===== src/rrtns_pkg.sv =====
// Shared types, constants and command/status bundles of the RRT nearest/steer block.
package rrtns_pkg;

    localparam int MAX_NODES  = 1024;
    localparam int IDX_W      = $clog2(MAX_NODES);
    localparam int CNT_W      = IDX_W + 1;
    localparam int COORD_W    = 20;
    localparam int STEP_W     = 16;
    localparam int MAG_W      = COORD_W;
    localparam int PROD_W     = 2 * MAG_W;
    localparam int D2_W       = PROD_W + 1;
    localparam int STEP2_W    = 2 * STEP_W;
    localparam int SQV_W      = D2_W + 16;
    localparam int SQRT_STEPS = (SQV_W + 1) / 2;
    localparam int ROOT_W     = SQRT_STEPS;
    localparam int SPROD_W    = STEP_W + MAG_W;
    localparam int NUM_W      = SPROD_W + 9;
    localparam int DIV_STEPS  = NUM_W;
    localparam int Q_W        = 21;
    localparam int RAM_W      = 2 * COORD_W + IDX_W;
    localparam int CFG_AW     = 2;
    localparam int CFG_DW     = 20;

    localparam logic [CFG_AW-1:0] REG_STEP   = 2'd0;
    localparam logic [CFG_AW-1:0] REG_GOAL_X = 2'd1;
    localparam logic [CFG_AW-1:0] REG_GOAL_Y = 2'd2;

    localparam logic [STEP_W-1:0] STEP_RESET = 16'd26;

    typedef enum logic [1:0] {
        OP_ROOT   = 2'd0,
        OP_SAMPLE = 2'd1,
        OP_COMMIT = 2'd2,
        OP_READ   = 2'd3
    } op_t;

    typedef enum logic [1:0] {
        ST_OK         = 2'd0,
        ST_FULL       = 2'd1,
        ST_NONE       = 2'd2,
        ST_NOT_STORED = 2'd3
    } status_t;

    typedef enum logic [4:0] {
        S_IDLE,
        S_DECODE,
        S_SCAN,
        S_DRAIN,
        S_STEER,
        S_STEER_MUL,
        S_SQRT,
        S_DIVX_INIT,
        S_DIVX,
        S_DIVY_INIT,
        S_DIVY,
        S_PEND,
        S_READ,
        S_G_DIFF,
        S_G_MUL,
        S_G_CMP,
        S_FINISH
    } state_t;

    typedef enum logic {
        DS_STEER = 1'b0,
        DS_GOAL  = 1'b1
    } diff_src_t;

    typedef enum logic {
        MM_SQUARE = 1'b0,
        MM_STEER  = 1'b1
    } mul_mode_t;

    typedef struct packed {
        logic      capture;
        logic      root_wr;
        logic      commit_wr;
        logic      pend_clear;
        logic      pend_set;
        logic      set_status;
        status_t   st;
        logic      idx_sel;
        logic      rd_issue;
        logic      rd_take;
        logic      scan_start;
        logic      scan_issue;
        logic      scan_run;
        logic      diff_load;
        diff_src_t dsrc;
        logic      mul_load;
        mul_mode_t mmode;
        logic      point_c;
        logic      sqrt_load;
        logic      sqrt_step;
        logic      div_load;
        logic      div_y;
        logic      div_step;
        logic      off_load;
        logic      gr_load;
        logic      out_load;
    } cmd_t;

    typedef struct packed {
        op_t  op;
        logic count_zero;
        logic full;
        logic pend_valid;
        logic sel_oob;
        logic scan_last;
        logic pipe_busy;
        logic clip;
        logic sqrt_done;
        logic div_done;
    } stat_t;

endpackage


===== src/rrtns_ctrl.sv =====
// Controller state machine: sequences decode, scan, steering, goal test and output.
module rrtns_ctrl import rrtns_pkg::*; (
    input  logic  clk,
    input  logic  rst_n,
    input  logic  req_valid,
    output logic  req_ready,
    output logic  rsp_valid,
    input  logic  rsp_ready,
    input  stat_t stat,
    output cmd_t  cmd
);

    state_t state_reg, state_next;
    logic   out_valid_reg, out_valid_next;

    // Next state
    always_comb
    begin
        state_next = state_reg;
        unique case (state_reg)
            S_IDLE:
            begin
                if (req_valid)
                begin
                    state_next = S_DECODE;
                end
            end
            S_DECODE:
            begin
                unique case (stat.op)
                    OP_ROOT:   state_next = S_G_DIFF;
                    OP_SAMPLE: state_next = stat.count_zero ? S_FINISH : S_SCAN;
                    OP_COMMIT: state_next = (!stat.pend_valid || stat.full) ? S_FINISH
                                                                            : S_G_DIFF;
                    OP_READ:   state_next = stat.sel_oob ? S_FINISH : S_READ;
                endcase
            end
            S_SCAN:      state_next = stat.scan_last ? S_DRAIN : S_SCAN;
            S_DRAIN:     state_next = stat.pipe_busy ? S_DRAIN : S_STEER;
            S_STEER:     state_next = stat.clip ? S_STEER_MUL : S_PEND;
            S_STEER_MUL: state_next = S_SQRT;
            S_SQRT:      state_next = stat.sqrt_done ? S_DIVX_INIT : S_SQRT;
            S_DIVX_INIT: state_next = S_DIVX;
            S_DIVX:      state_next = stat.div_done ? S_DIVY_INIT : S_DIVX;
            S_DIVY_INIT: state_next = S_DIVY;
            S_DIVY:      state_next = stat.div_done ? S_PEND : S_DIVY;
            S_PEND:      state_next = S_G_DIFF;
            S_READ:      state_next = S_G_DIFF;
            S_G_DIFF:    state_next = S_G_MUL;
            S_G_MUL:     state_next = S_G_CMP;
            S_G_CMP:     state_next = S_FINISH;
            S_FINISH:
            begin
                if (!out_valid_reg || rsp_ready)
                begin
                    state_next = S_IDLE;
                end
            end
            default:     state_next = S_IDLE;
        endcase
    end

    // Commands
    always_comb
    begin
        cmd       = '0;
        req_ready = state_reg == S_IDLE;
        unique case (state_reg)
            S_IDLE:
            begin
                cmd.capture = req_valid;
            end
            S_DECODE:
            begin
                unique case (stat.op)
                    OP_ROOT:
                    begin
                        cmd.root_wr = 1'b1;
                    end
                    OP_SAMPLE:
                    begin
                        if (stat.count_zero)
                        begin
                            cmd.set_status = 1'b1;
                            cmd.st         = ST_NOT_STORED;
                            cmd.pend_clear = 1'b1;
                        end
                        else
                        begin
                            cmd.scan_start = 1'b1;
                        end
                    end
                    OP_COMMIT:
                    begin
                        if (!stat.pend_valid)
                        begin
                            cmd.set_status = 1'b1;
                            cmd.st         = ST_NONE;
                        end
                        else if (stat.full)
                        begin
                            cmd.set_status = 1'b1;
                            cmd.st         = ST_FULL;
                        end
                        else
                        begin
                            cmd.commit_wr = 1'b1;
                        end
                    end
                    OP_READ:
                    begin
                        cmd.idx_sel = 1'b1;
                        if (stat.sel_oob)
                        begin
                            cmd.set_status = 1'b1;
                            cmd.st         = ST_NOT_STORED;
                        end
                        else
                        begin
                            cmd.rd_issue = 1'b1;
                        end
                    end
                endcase
            end
            S_SCAN:
            begin
                cmd.scan_run   = 1'b1;
                cmd.scan_issue = 1'b1;
            end
            S_DRAIN:
            begin
                cmd.scan_run = 1'b1;
            end
            S_STEER:
            begin
                cmd.diff_load = 1'b1;
                cmd.dsrc      = DS_STEER;
                cmd.point_c   = !stat.clip;
            end
            S_STEER_MUL:
            begin
                cmd.mul_load  = 1'b1;
                cmd.mmode     = MM_STEER;
                cmd.sqrt_load = 1'b1;
            end
            S_SQRT:
            begin
                cmd.sqrt_step = !stat.sqrt_done;
            end
            S_DIVX_INIT:
            begin
                cmd.div_load = 1'b1;
            end
            S_DIVX:
            begin
                cmd.div_step = !stat.div_done;
                cmd.off_load = stat.div_done;
            end
            S_DIVY_INIT:
            begin
                cmd.div_load = 1'b1;
                cmd.div_y    = 1'b1;
            end
            S_DIVY:
            begin
                cmd.div_y    = 1'b1;
                cmd.div_step = !stat.div_done;
                cmd.off_load = stat.div_done;
            end
            S_PEND:
            begin
                cmd.pend_set = 1'b1;
            end
            S_READ:
            begin
                cmd.rd_take = 1'b1;
            end
            S_G_DIFF:
            begin
                cmd.diff_load = 1'b1;
                cmd.dsrc      = DS_GOAL;
            end
            S_G_MUL:
            begin
                cmd.mul_load = 1'b1;
                cmd.mmode    = MM_SQUARE;
            end
            S_G_CMP:
            begin
                cmd.gr_load = 1'b1;
            end
            S_FINISH:
            begin
                cmd.out_load = !out_valid_reg || rsp_ready;
            end
            default:
            begin
                cmd = '0;
            end
        endcase
    end

    // Output valid: set on load, drop when taken
    always_comb
    begin
        if (cmd.out_load)
        begin
            out_valid_next = 1'b1;
        end
        else if (rsp_ready)
        begin
            out_valid_next = 1'b0;
        end
        else
        begin
            out_valid_next = out_valid_reg;
        end
    end

    always_ff @(posedge clk or negedge rst_n)
    begin
        if (!rst_n)
        begin
            state_reg     <= S_IDLE;
            out_valid_reg <= 1'b0;
        end
        else
        begin
            state_reg     <= state_next;
            out_valid_reg <= out_valid_next;
        end
    end

    assign rsp_valid = out_valid_reg;

    a_capture_decodes: assert property (@(posedge clk) disable iff (!rst_n)
        cmd.capture |=> state_reg == S_DECODE)
        else $error("accepted transaction not decoded");

    a_no_overwrite: assert property (@(posedge clk) disable iff (!rst_n)
        cmd.out_load |-> (!out_valid_reg || rsp_ready))
        else $error("result overwritten before taken");

    a_single_item: assert property (@(posedge clk) disable iff (!rst_n)
        (state_reg != S_IDLE) |-> !cmd.capture)
        else $error("second transaction captured while busy");

endmodule


===== config.mk =====
export PLATFORM = sky130hd
export DESIGN_NAME = rrtns_ctrl
export DESIGN_NICKNAME = d
export VERILOG_FILES = /design/src/rrtns_pkg.sv /design/src/rrtns_ctrl.sv
export SDC_FILE = /design/constraint.sdc
export NUM_CORES = 1
export LEC_CHECK = 0
export BUFFER_PORTS_ARGS = -buffer_cell sky130_fd_sc_hd__buf_2
export CAP_MARGIN = 40
export CORE_MARGIN = 3
export CORE_UTILIZATION = 45
export CTS_CLUSTER_SIZE = 24
export DETAILED_ROUTE_END_ITERATION = 10
export PLACE_DENSITY_LB_ADDON = 0.08
export SLEW_MARGIN = 20
export SYNTH_ARGS = -nofsm -noshare
export SYNTH_HDL_FRONTEND = slang
export SYNTH_SLANG_ARGS = --single-unit

===== constraint.sdc =====
create_clock -name clk -period 2.5 [get_ports clk]
set_clock_uncertainty 0.2 [all_clocks]
set_input_delay 0.125 -clock clk [delete_from_list [all_inputs] [get_ports clk]]
set_output_delay 0.125 -clock clk [all_outputs]
set_load 0.05 [all_outputs]

## Word-level counts from Yosys, hierarchy flattened

Index checks and enable logic that the tools add are counted.

| storage, ports and cells | value |
|---|---|
| output and inout bits | 29 |
| input bits | 15 |
| register bits | 6 |
| word-level logic and storage cells | 87 |
| memory bits (read-only) | 0 |
| latch bits | 0 |
| memories | 0 |
| RAM bits | 0 |

| operators by class | value |
|---|---|
| multipliers | 0 |
| $add $sub $neg | 0 |
| eq/ne operators | 21 |
| bitwise operators | 0 |
| reductions and logical operators | 16 |
| shift-type cells | 0 |
| muxes and demuxes | 48 |
| divide/modulo/power cells | 0 |
| magnitude comparators | 0 |

Operators with widths:

| operator | number |
|---|---|
| 5-bit one-hot mux with 16 select lines | 1 |
| 5-bit by 4-bit == test with 1-bit output, second input constant | 8 |
| 5-bit 2-to-1 mux | 6 |
| 1-bit 2-to-1 mux | 28 |
| 5-bit by 3-bit == test with 1-bit output, second input constant | 4 |
| 5-bit one-hot mux with 4 select lines | 1 |
| 3-bit 2-to-1 mux | 6 |
| 5-bit by 2-bit == test with 1-bit output, second input constant | 2 |
| 2-bit OR reduction | 5 |
| 3-bit one-hot mux with 3 select lines | 1 |
| 2-bit one-hot mux with 2 select lines | 2 |
| 5-bit by 1-bit == test with 1-bit output, second input constant | 1 |
| 5-bit == test, second input constant | 1 |
| 1-bit logical NOT | 5 |
| 5-bit logical NOT | 1 |
| 2-bit == test, second input constant | 2 |
| 2-bit 2-to-1 mux | 2 |
| 4-bit 2-to-1 mux | 1 |
| 2-bit inequality test, second input constant | 2 |
| 2-bit by 1-bit == test with 1-bit output, second input constant | 1 |
| 2-bit logical NOT | 1 |
| 1-bit logical OR | 2 |
| 2-bit AND reduction | 1 |
| 2-bit nonzero test | 1 |

## Logic depth before layout (Yosys ltp)

Gate-level depths: netlist (run 1).

| logic depth | value |
|---|---|
| word-level depth | 5 |
| mapped depth | 6 |
| mapped depth without buffers | 4 |

## Least setup slack after synthesis (run 1)

No wires, ideal clock.

| timing path | value |
|---|---|
| kind | reg-to-output |
| start point | register state_reg[0] |
| end point | output port cmd[3] (netlist name) |
| path buffers | 2 |
| required time | 2.175 ns |
| stages on the path, launching flop included | 4 |
| path slack | -0.067 ns |
| arrival time | 2.242 ns |
| path through | dfrtp_1 > buf_2 > buf_2 > nor4_1 |

RTL lines:

| item | line | RTL |
|---|---|---|
| start: declaration | rrtns_ctrl.sv:13 | `state_t state_reg, state_next;` |
| start signal: assignment | rrtns_ctrl.sv:229 | `state_reg <= state_next;` |
| end: declaration | rrtns_ctrl.sv:10 | `output cmd_t cmd` |

==> results of run 1 <==
## area by class of cell
cell class / instances / area (um2)
clock buffer: 3 / 22.5
inverter: 4 / 15.0
fill: 151 / 542
timing repair buffer: 49 / 265
tap: 16 / 20.0
sequential: 6 / 150
multi-input combinational: 93 / 562
## per-stage QoR
stage               util, %  power, uW
finish                 65.6       1330
global route           65.6       1430
CTS                    65.6       1340
detailed placement     62.9       1240
global placement       62.9       1230
floorplan                 -       1030
## logic make-up after synthesis
kind of cell	Yosys count
flip-flops	6
AO/OA/AOI/OAI	29
XOR/XNOR	2
AND/OR/NAND/NOR	61
buffers and inverters	16
multiplexers	1
## critical path, delay by kind of cell, from the launching register on
kind / cells / cell delay (ns)
DFF: 1 / 0.54
buffers and inverters: 2 / 0.46
and+or+nand+nor: 2 / 0.68
## how the worst max path moves through the flow
stage	from	endpoint	slack, ns	cells past startpoint
4_1_cts	state_reg[3]$_DFFE_PN0P_	cmd[15]	0.25	4
2_1_floorplan	state_reg[3]$_DFFE_PN0P_	state_reg[1]$_DFFE_PN0P_	0.11	4
6_report	state_reg[1]$_DFFE_PN0P_	cmd[15]	0.25	4
5_1_grt	state_reg[1]$_DFFE_PN0P_	cmd[15]	0.03	4
3_5_place_dp	state_reg[3]$_DFFE_PN0P_	cmd[15]	0.52	4
3_3_place_gp	state_reg[1]$_DFFE_PN0P_	cmd[15]	0.60	4
## metal layers
metal | wire length, um | vias to the layer above
li1 | - | 497
met1 | 1020 | 433
met2 | 1120 | 40
met3 | 142 | 0
met4 | 0 | 0
met5 | 0 | -
## report_power, final
group	internal, uW	switching [uW]	leakage [uW]
combinational	324	720	0.000416
clock	54.2	32.9	0.0000138
sequential	136	65.5	0.0000765
## cells in the mapped netlist, types with 2 or more instances
cell type  instances  area (um2)
nand3_1            3        15.0
clkbuf_1           3        11.3
nand2_1           11        41.3
o21ai_1            3        15.0
o211ai_1           3        22.5
nor3_1            10        50.1
nor2_1            15        56.3
inv_1              2        7.51
buf_4              2        15.0
o22ai_1            3        18.8
a21oi_1            4        20.0
dfrtp_1            6         150
buf_2              7        35.0
nand3b_1           3        22.5
inv_2              2        7.51
nand2b_1           6        37.5
nor2b_1            3        18.8
nor4_1             2        12.5
a211oi_1           2        15.0
o21ai_0            5        25.0
## what timing repair did
| action | in CTS | in global routing |
|---|---|---|
| setup endpoints to repair | 0 | 0 |
| hold buffers | 2 | 0 |
| endpoints found under the hold margin | 7 | 0 |
==> results.json, run 1 <==
{
  "drive_gt1_share_pct": 36.8,
  "cts_setup_buffers": 0,
  "leakagePower_uw": 0.000506,
  "place_congestion": 0.872,
  "start_util_pct": 49.6,
  "clkSlewWorstSetupHoldPaths_ns": 0.04,
  "hold_depth": 2,
  "route.detailed.drc": 0,
  "cts_buffers": 3,
  "r2r-start": "state_reg[1]$_DFFE_PN0P_",
  "r2r_setup_slack_ns": 0.55,
  "ant_nets": 0,
  "synth_compound_area_share_pct": 25.4,
  "finalSetupViolCount": 0,
  "dieWidth_um": 47.7,
  "crit_arrival_ns": 1.92,
  "synth_top_family_by_area": "simple AND/OR/NAND/NOR gates",
  "ys_seq_area_share_pct": 19.2,
  "insertion_delay_ns": 0.24,
  "reg2reg_to": "state_reg[0]$_DFFE_PN0P_",
  "use_met3_pct": 3.76,
  "end_kind": "output pin",
  "synth-async-reset-ratio_pct": 100,
  "grt_usage_pct": 21.6,
  "cp_cell_sequence": "inv_2 > nand3_1 > nor3_1 > buf_2",
  "hold_ws_ns": 0.0103,
  "reg2regPathDepth": 4,
  "wl_per_cell_um": 13.4,
  "hold_violations": 0,
  "fin_setup_tns_ns": 0,
  "holdPathEnd": "state_reg[1]$_DFFE_PN0P_",
  "start_kind": "flop",
  "syn_inst": 115,
  "fin_ws_ns": 0.250,
  "cap_violations": 0,
  "layout_commonest_cell": "buf_2",
  "synth_simple_gate_area_share_pct": 41.9,
  "die_h_um": 47.7,
  "cts_sinks": 6,
  "slew_headroom_pct": 69.1,
  "h-tree-depth": 1,
  "diodes": 0,
  "placed_cell_area_um2": 992,
  "synth_edf_count": 0,
  "synth_cell_types": 40,
  "power_density_mw_per_mm2": 1290,
  "finalMaxSlewViolations": 0,
  "firstDrtPassIters": 4,
  "avgSynthCellArea_um2": 6.80,
  "layoutNonFillerInstCount": 171,
  "grt_max_degree": 17,
  "slowest_delay_ns": 0.54,
  "cts_buffer_depth": 2,
  "io_pins": 44,
  "use_met2_pct": 37.7,
  "grt_pass1_wl_um": 3560,
  "io_buffers": 43,
  "nets": 172,
  "pre_cts_ws_ns": 0.517,
  "slowest_stage": "dfrtp_1",
  "antenna_found_initial": 0,
  "syn_area_um2": 782,
  "final_cell_mix": "buf_2 (43), nor2_1 (15), nand2_1 (11)",
  "grt_pass1_vias": 868,
  "yosys_warnings": 0,
  "synthAdderAreaFrac_pct": 0,
  "synth_xor_area_share_pct": 2.24,
  "grt_overflow": 0,
  "finalInstanceArea_mm2": 0.00103,
  "routed_wirelength_um": 2280,
  "synth-seq-cells": 6,
  "hold_start": "stat[3]",
  "gr-usage-met1_pct": 27.8,
  "grt-busiest-layer": "met2",
  "num_vias": 970,
  "drt-initial-drc-count": 24,
  "ir_drop_v": 0.000609,
  "period_needed_ns": 2.25,
  "die_area_mm2": 0.00227,
  "critical_path_required_ns": 2.17,
  "placedCellCount": 166,
  "via_per_inst": 5.67,
  "rows": 14,
  "status": "complete, no violations",
  "core_area_mm2": 0.00158,
  "largest_reg_flops": 5,
  "hpwl_um": 1750,
  "tightest_slew_ns": 0.463,
  "fmax_ghz": 0.444,
  "path_max_fanout": 16,
  "hold_path.class": "in -> reg",
  "post-route-period-util_pct": 90.0,
  "syn_to_final_growth_pct": 32.3,
  "path_class": "reg -> out",
  "postCtsResizedCells": 0,
  "cts_tree": "yes",
  "rsz0062_at_grt": "false",
  "root_buffer": "clkbuf_4",
  "syn-num-nets": 130,
  "ys.flop_type": "dfrtp_1",
  "synth.area.mux_share_pct": 1.44
}
No activity file was read; power rests on OpenSTA's default activity.
==> run 2, diff against run 1 <==
--- a/config.mk
+++ b/config.mk
@@ -11,8 +11,9 @@
 export CORE_UTILIZATION = 45
 export CTS_CLUSTER_SIZE = 24
 export DETAILED_ROUTE_END_ITERATION = 10
-export PLACE_DENSITY_LB_ADDON = 0.08
+export PLACE_DENSITY_LB_ADDON = 0.25
 export SLEW_MARGIN = 20
 export SYNTH_ARGS = -nofsm -noshare
 export SYNTH_HDL_FRONTEND = slang
 export SYNTH_SLANG_ARGS = --single-unit
+export TNS_END_PERCENT = 50
==> results.json, run 2 (synthesis results as in run 1) <==
{
  "largest_reg_flops": 5,
  "post-route-period-util_pct": 89.8,
  "final_cell_mix": "buf_2 (43), nor2_1 (15), nand2_1 (11)",
  "slowest_stage": "dfrtp_1",
  "fin_ws_ns": 0.255,
  "rows": 14,
  "fin_setup_tns_ns": 0,
  "cts_sinks": 6,
  "utilization_pct": 65.6,
  "path_max_fanout": 16,
  "slew_headroom_pct": 69.4,
  "drt-initial-drc-count": 28,
  "firstDrtPassIters": 4,
  "power_density_mw_per_mm2": 1280,
  "dieWidth_um": 47.7,
  "period_needed_ns": 2.24,
  "die_h_um": 47.7,
  "grt_max_degree": 17,
  "drive_gt1_share_pct": 36.8,
  "hold_violations": 0,
  "hpwl_um": 1790,
  "via_per_inst": 5.53,
  "place_congestion": 0.909,
  "end_kind": "output pin",
  "layout_commonest_cell": "buf_2",
  "io_buffers": 43,
  "syn_to_final_growth_pct": 32.3,
  "slowest_delay_ns": 0.54,
  "cts_tree": "yes",
  "root_buffer": "clkbuf_4",
  "path_class": "reg -> out",
  "start_util_pct": 49.6,
  "cap_violations": 0,
  "postCtsResizedCells": 0,
  "fillCellCount": 151,
  "core_area_mm2": 0.00158,
  "tightest_slew_ns": 0.459,
  "io_pins": 44,
  "h-tree-depth": 1,
  "fmax_ghz": 0.445,
  "cts_buffer_depth": 2,
  "grt_overflow": 0,
  "wl_per_cell_um": 12.8,
  "antenna_found_initial": 0,
  "finalSetupViolCount": 0,
  "crit_arrival_ns": 1.92,
  "critical_path_required_ns": 2.17,
  "num_vias": 945,
  "grt_pass1_vias": 789,
  "cp_cell_sequence": "inv_2 > nand3_1 > nor3_1 > buf_2",
  "grt_pass1_wl_um": 3360,
  "leakagePower_uw": 0.000506,
  "rsz0062_at_grt": "false",
  "pre_cts_ws_ns": 0.502,
  "placed_cell_area_um2": 992,
  "clkSlewWorstSetupHoldPaths_ns": 0.04,
  "nets": 172,
  "finalMaxSlewViolations": 0,
  "die_area_mm2": 0.00227,
  "hold_path.class": "in -> reg",
  "ant_nets": 0,
  "cts_buffers": 3,
  "status": "complete, no violations",
  "diodes": 0,
  "route.detailed.drc": 0,
  "routed_wirelength_um": 2200,
  "insertion_delay_ns": 0.23,
  "finalInstanceArea_mm2": 0.00103,
  "start_kind": "flop",
  "ir_drop_v": 0.000590,
  "grt_usage_pct": 20.1
}
## run 2: cell counts in the layout (fill, tap and decap cells not counted)
No cell type changed its count.
## run 2: repair_timing
action,CTS,global route
setup buffers,0,0
endpoints found under the hold margin,7,0
hold buffers,2,0
## run 2: cell type report
type / instances / area (um2) / share of cell area (%)
clock buffers: 3 / 22.5 / 2.18
multi-input cells: 93 / 562 / 54.3
repair buffers: 49 / 265 / 25.6
inverters: 4 / 15.0 / 1.45
well taps: 16 / 20.0 / 1.93
flip-flops and latches: 6 / 150 / 14.5
## run 2: worst max-delay path, delay by kind of cell (launching register included)
family | cells | cell delay [ns]
buf+inv | 2 | 0.47
flops | 1 | 0.54
simple gates | 2 | 0.67
## run 2: per-layer routing
metal / vias to the layer above / track usage (%) / routed length (um)
met5: - / 0 / 0
met4: 0 / 4.84 / 16
met3: 2 / 1.13 / 140
met2: 35 / 31.9 / 1100
met1: 414 / 29.7 / 939
li1: 494 / - / -
## run 2: final timing paths
kind | slack, ns | cells past startpoint | to | startpoint
max | 0.26 | 4 | cmd[15] | state_reg[1]$_DFFE_PN0P_
min | 0.01 | 2 | state_reg[1]$_DFFE_PN0P_ | stat[3]
max reg2reg | 0.58 | 4 | state_reg[0]$_DFFE_PN0P_ | state_reg[1]$_DFFE_PN0P_
min reg2reg | 0.33 | 2 | rsp_valid$_DFFE_PN0P_ | rsp_valid$_DFFE_PN0P_
max in group asynchronous | 1.92 | 2 | state_reg[0]$_DFFE_PN0P_ | rst_n
min in group asynchronous | 0.04 | 2 | rsp_valid$_DFFE_PN0P_ | rst_n
## run 2: power breakdown
group	switching [uW]	internal, uW	leakage, uW
clock network	29.5	53.9	0.0000138
registers	67.8	136	0.0000765
logic	710	324	0.000416
total	808	514	0.000506
## run 2: metrics by stage
step / instances / total power, uW / hold slack (ns)
floorplan: 115 / 1030 / -0.371
global placement: 166 / 1220 / -0.246
detailed placement: 166 / 1240 / -0.245
CTS: 171 / 1330 / 0.00851
global route: 171 / 1420 / 0.0308
finish: 171 / 1320 / 0.0143
==> run 3, diff against run 2 <==
--- a/config.mk
+++ b/config.mk
@@ -5,10 +5,12 @@
 export SDC_FILE = /design/constraint.sdc
 export NUM_CORES = 1
 export LEC_CHECK = 0
+export ABC_AREA = 0
 export BUFFER_PORTS_ARGS = -buffer_cell sky130_fd_sc_hd__buf_2
 export CAP_MARGIN = 40
+export CORE_ASPECT_RATIO = 0.9
 export CORE_MARGIN = 3
-export CORE_UTILIZATION = 45
+export CORE_UTILIZATION = 47
 export CTS_CLUSTER_SIZE = 24
 export DETAILED_ROUTE_END_ITERATION = 10
 export PLACE_DENSITY_LB_ADDON = 0.25
==> results.json, run 3 (synthesis results as in run 1) <==
{
  "tightest_slew_ns": 0.452,
  "hpwl_um": 1750,
  "ant_nets": 0,
  "cts_sinks": 6,
  "core_area_mm2": 0.00150,
  "cts_buffer_depth": 2,
  "die_h_um": 44.7,
  "route.detailed.drc": 0,
  "pre_cts_ws_ns": 0.561,
  "placedCellCount": 172,
  "insertion_delay_ns": 0.24,
  "layoutNonFillerInstCount": 178,
  "hold_violations": 0,
  "path_class": "reg -> out",
  "status": "complete, no violations",
  "cap_violations": 0,
  "grt_pass1_vias": 824,
  "h-tree-depth": 1,
  "leakagePower_uw": 0.000510,
  "clkSlewWorstSetupHoldPaths_ns": 0.04,
  "root_buffer": "clkbuf_4",
  "cts_setup_buffers": 0,
  "dieWidth_um": 49.0,
  "fin_ws_ns": 0.282,
  "post-route-period-util_pct": 88.7,
  "io_buffers": 43,
  "largest_reg_flops": 5,
  "ir_drop_v": 0.000840,
  "slew_headroom_pct": 69.9,
  "crit_arrival_ns": 1.89,
  "cts_buffers": 3,
  "io_pins": 44,
  "num_vias": 990,
  "reg2regPathDepth": 4,
  "place_congestion": 0.923,
  "die_area_mm2": 0.00219,
  "postCtsResizedCells": 0,
  "hold_path.class": "in -> async",
  "start_kind": "flop",
  "finalMaxSlewViolations": 0,
  "drt-initial-drc-count": 37,
  "final_cell_mix": "buf_2 (43), nor2_1 (15), nand2_1 (11)",
  "wl_per_cell_um": 12.0,
  "routed_wirelength_um": 2140,
  "fmax_ghz": 0.451,
  "drive_gt1_share_pct": 36.5,
  "cts_tree": "yes",
  "grt_usage_pct": 19.7,
  "layout_commonest_cell": "buf_2",
  "antenna_found_initial": 0,
  "rows": 13,
  "power_density_mw_per_mm2": 1260,
  "path_max_fanout": 16,
  "critical_path_required_ns": 2.17,
  "start_util_pct": 52.3,
  "fin_setup_tns_ns": 0,
  "nets": 173,
  "rsz0062_at_grt": "false",
  "via_per_inst": 5.56,
  "diodes": 0,
  "end_kind": "output pin",
  "syn_to_final_growth_pct": 34.6,
  "grt_overflow": 0,
  "grt_max_degree": 17,
  "finalSetupViolCount": 0,
  "period_needed_ns": 2.22,
  "grt_pass1_wl_um": 3530,
  "firstDrtPassIters": 4
}
==> run 3: cell count changes in the layout (fill, tap and decap cells not counted), sizes merged <==
cell	delta
dlygate4sd3	+1
==> run 3: final timing paths <==
check / startpoint / slack, ns / to
max in group asynchronous: rst_n / 1.92 / state_reg[3]$_DFFE_PN0P_
min in group clk: stat[10] / 0.11 / state_reg[4]$_DFFE_PN0P_
min reg2reg: rsp_valid$_DFFE_PN0P_ / 0.33 / rsp_valid$_DFFE_PN0P_
min: rst_n / 0.04 / state_reg[4]$_DFFE_PN0P_
max: state_reg[1]$_DFFE_PN0P_ / 0.28 / cmd[15]
max reg2reg: state_reg[1]$_DFFE_PN0P_ / 0.59 / state_reg[0]$_DFFE_PN0P_
==> run 3: metrics by stage <==
step                      hold slack, ns  power, uW  util, %  area, um2
after floorplan                   -0.371       1030        -        788
after global placement            -0.248       1220     66.8       1000
after detailed placement          -0.249       1230     66.8       1000
after CTS                         0.0337       1320     70.3       1050
after global routing              0.0512       1410     70.3       1050
final                             0.0352       1320     70.3       1050
==> run 3: timing repair <==
item / CTS / global route
hold endpoints to repair: 8 / 0
setup endpoints to repair: 0 / 0
hold buffers: 3 / 0
==> run 3: layout make-up <==
class                           count  area, um2
Multi-Input combinational cell     93        562
Inverter                            4       15.0
Timing Repair Buffer               50        275
Clock buffer                        3       22.5
Fill cell                         136        444
Tap cell                           22       27.5
Sequential cell                     6        150
==> run 3: metal layers <==
layer / wire length, um / GRT usage, % / vias up
li1: - / - / 502
met1: 940 / 26.0 / 436
met2: 1010 / 34.1 / 52
met3: 192 / 5.94 / 0
met4: 0 / 0.568 / 0
met5: 0 / 0 / -
==> run 3: critical path, cell delays in order, from the launching register on <==
cell	delay [ns]
dfrtp_1	0.53
inv_2	0.15
nand3_1	0.32
nor3_1	0.34
buf_2	0.31
==> run 3: where the power goes <==
part / internal (uW) / switching (uW)
Sequential: 136 / 70.5
Combinational: 324 / 707
Clock: 53.9 / 29.3
Total: 515 / 807
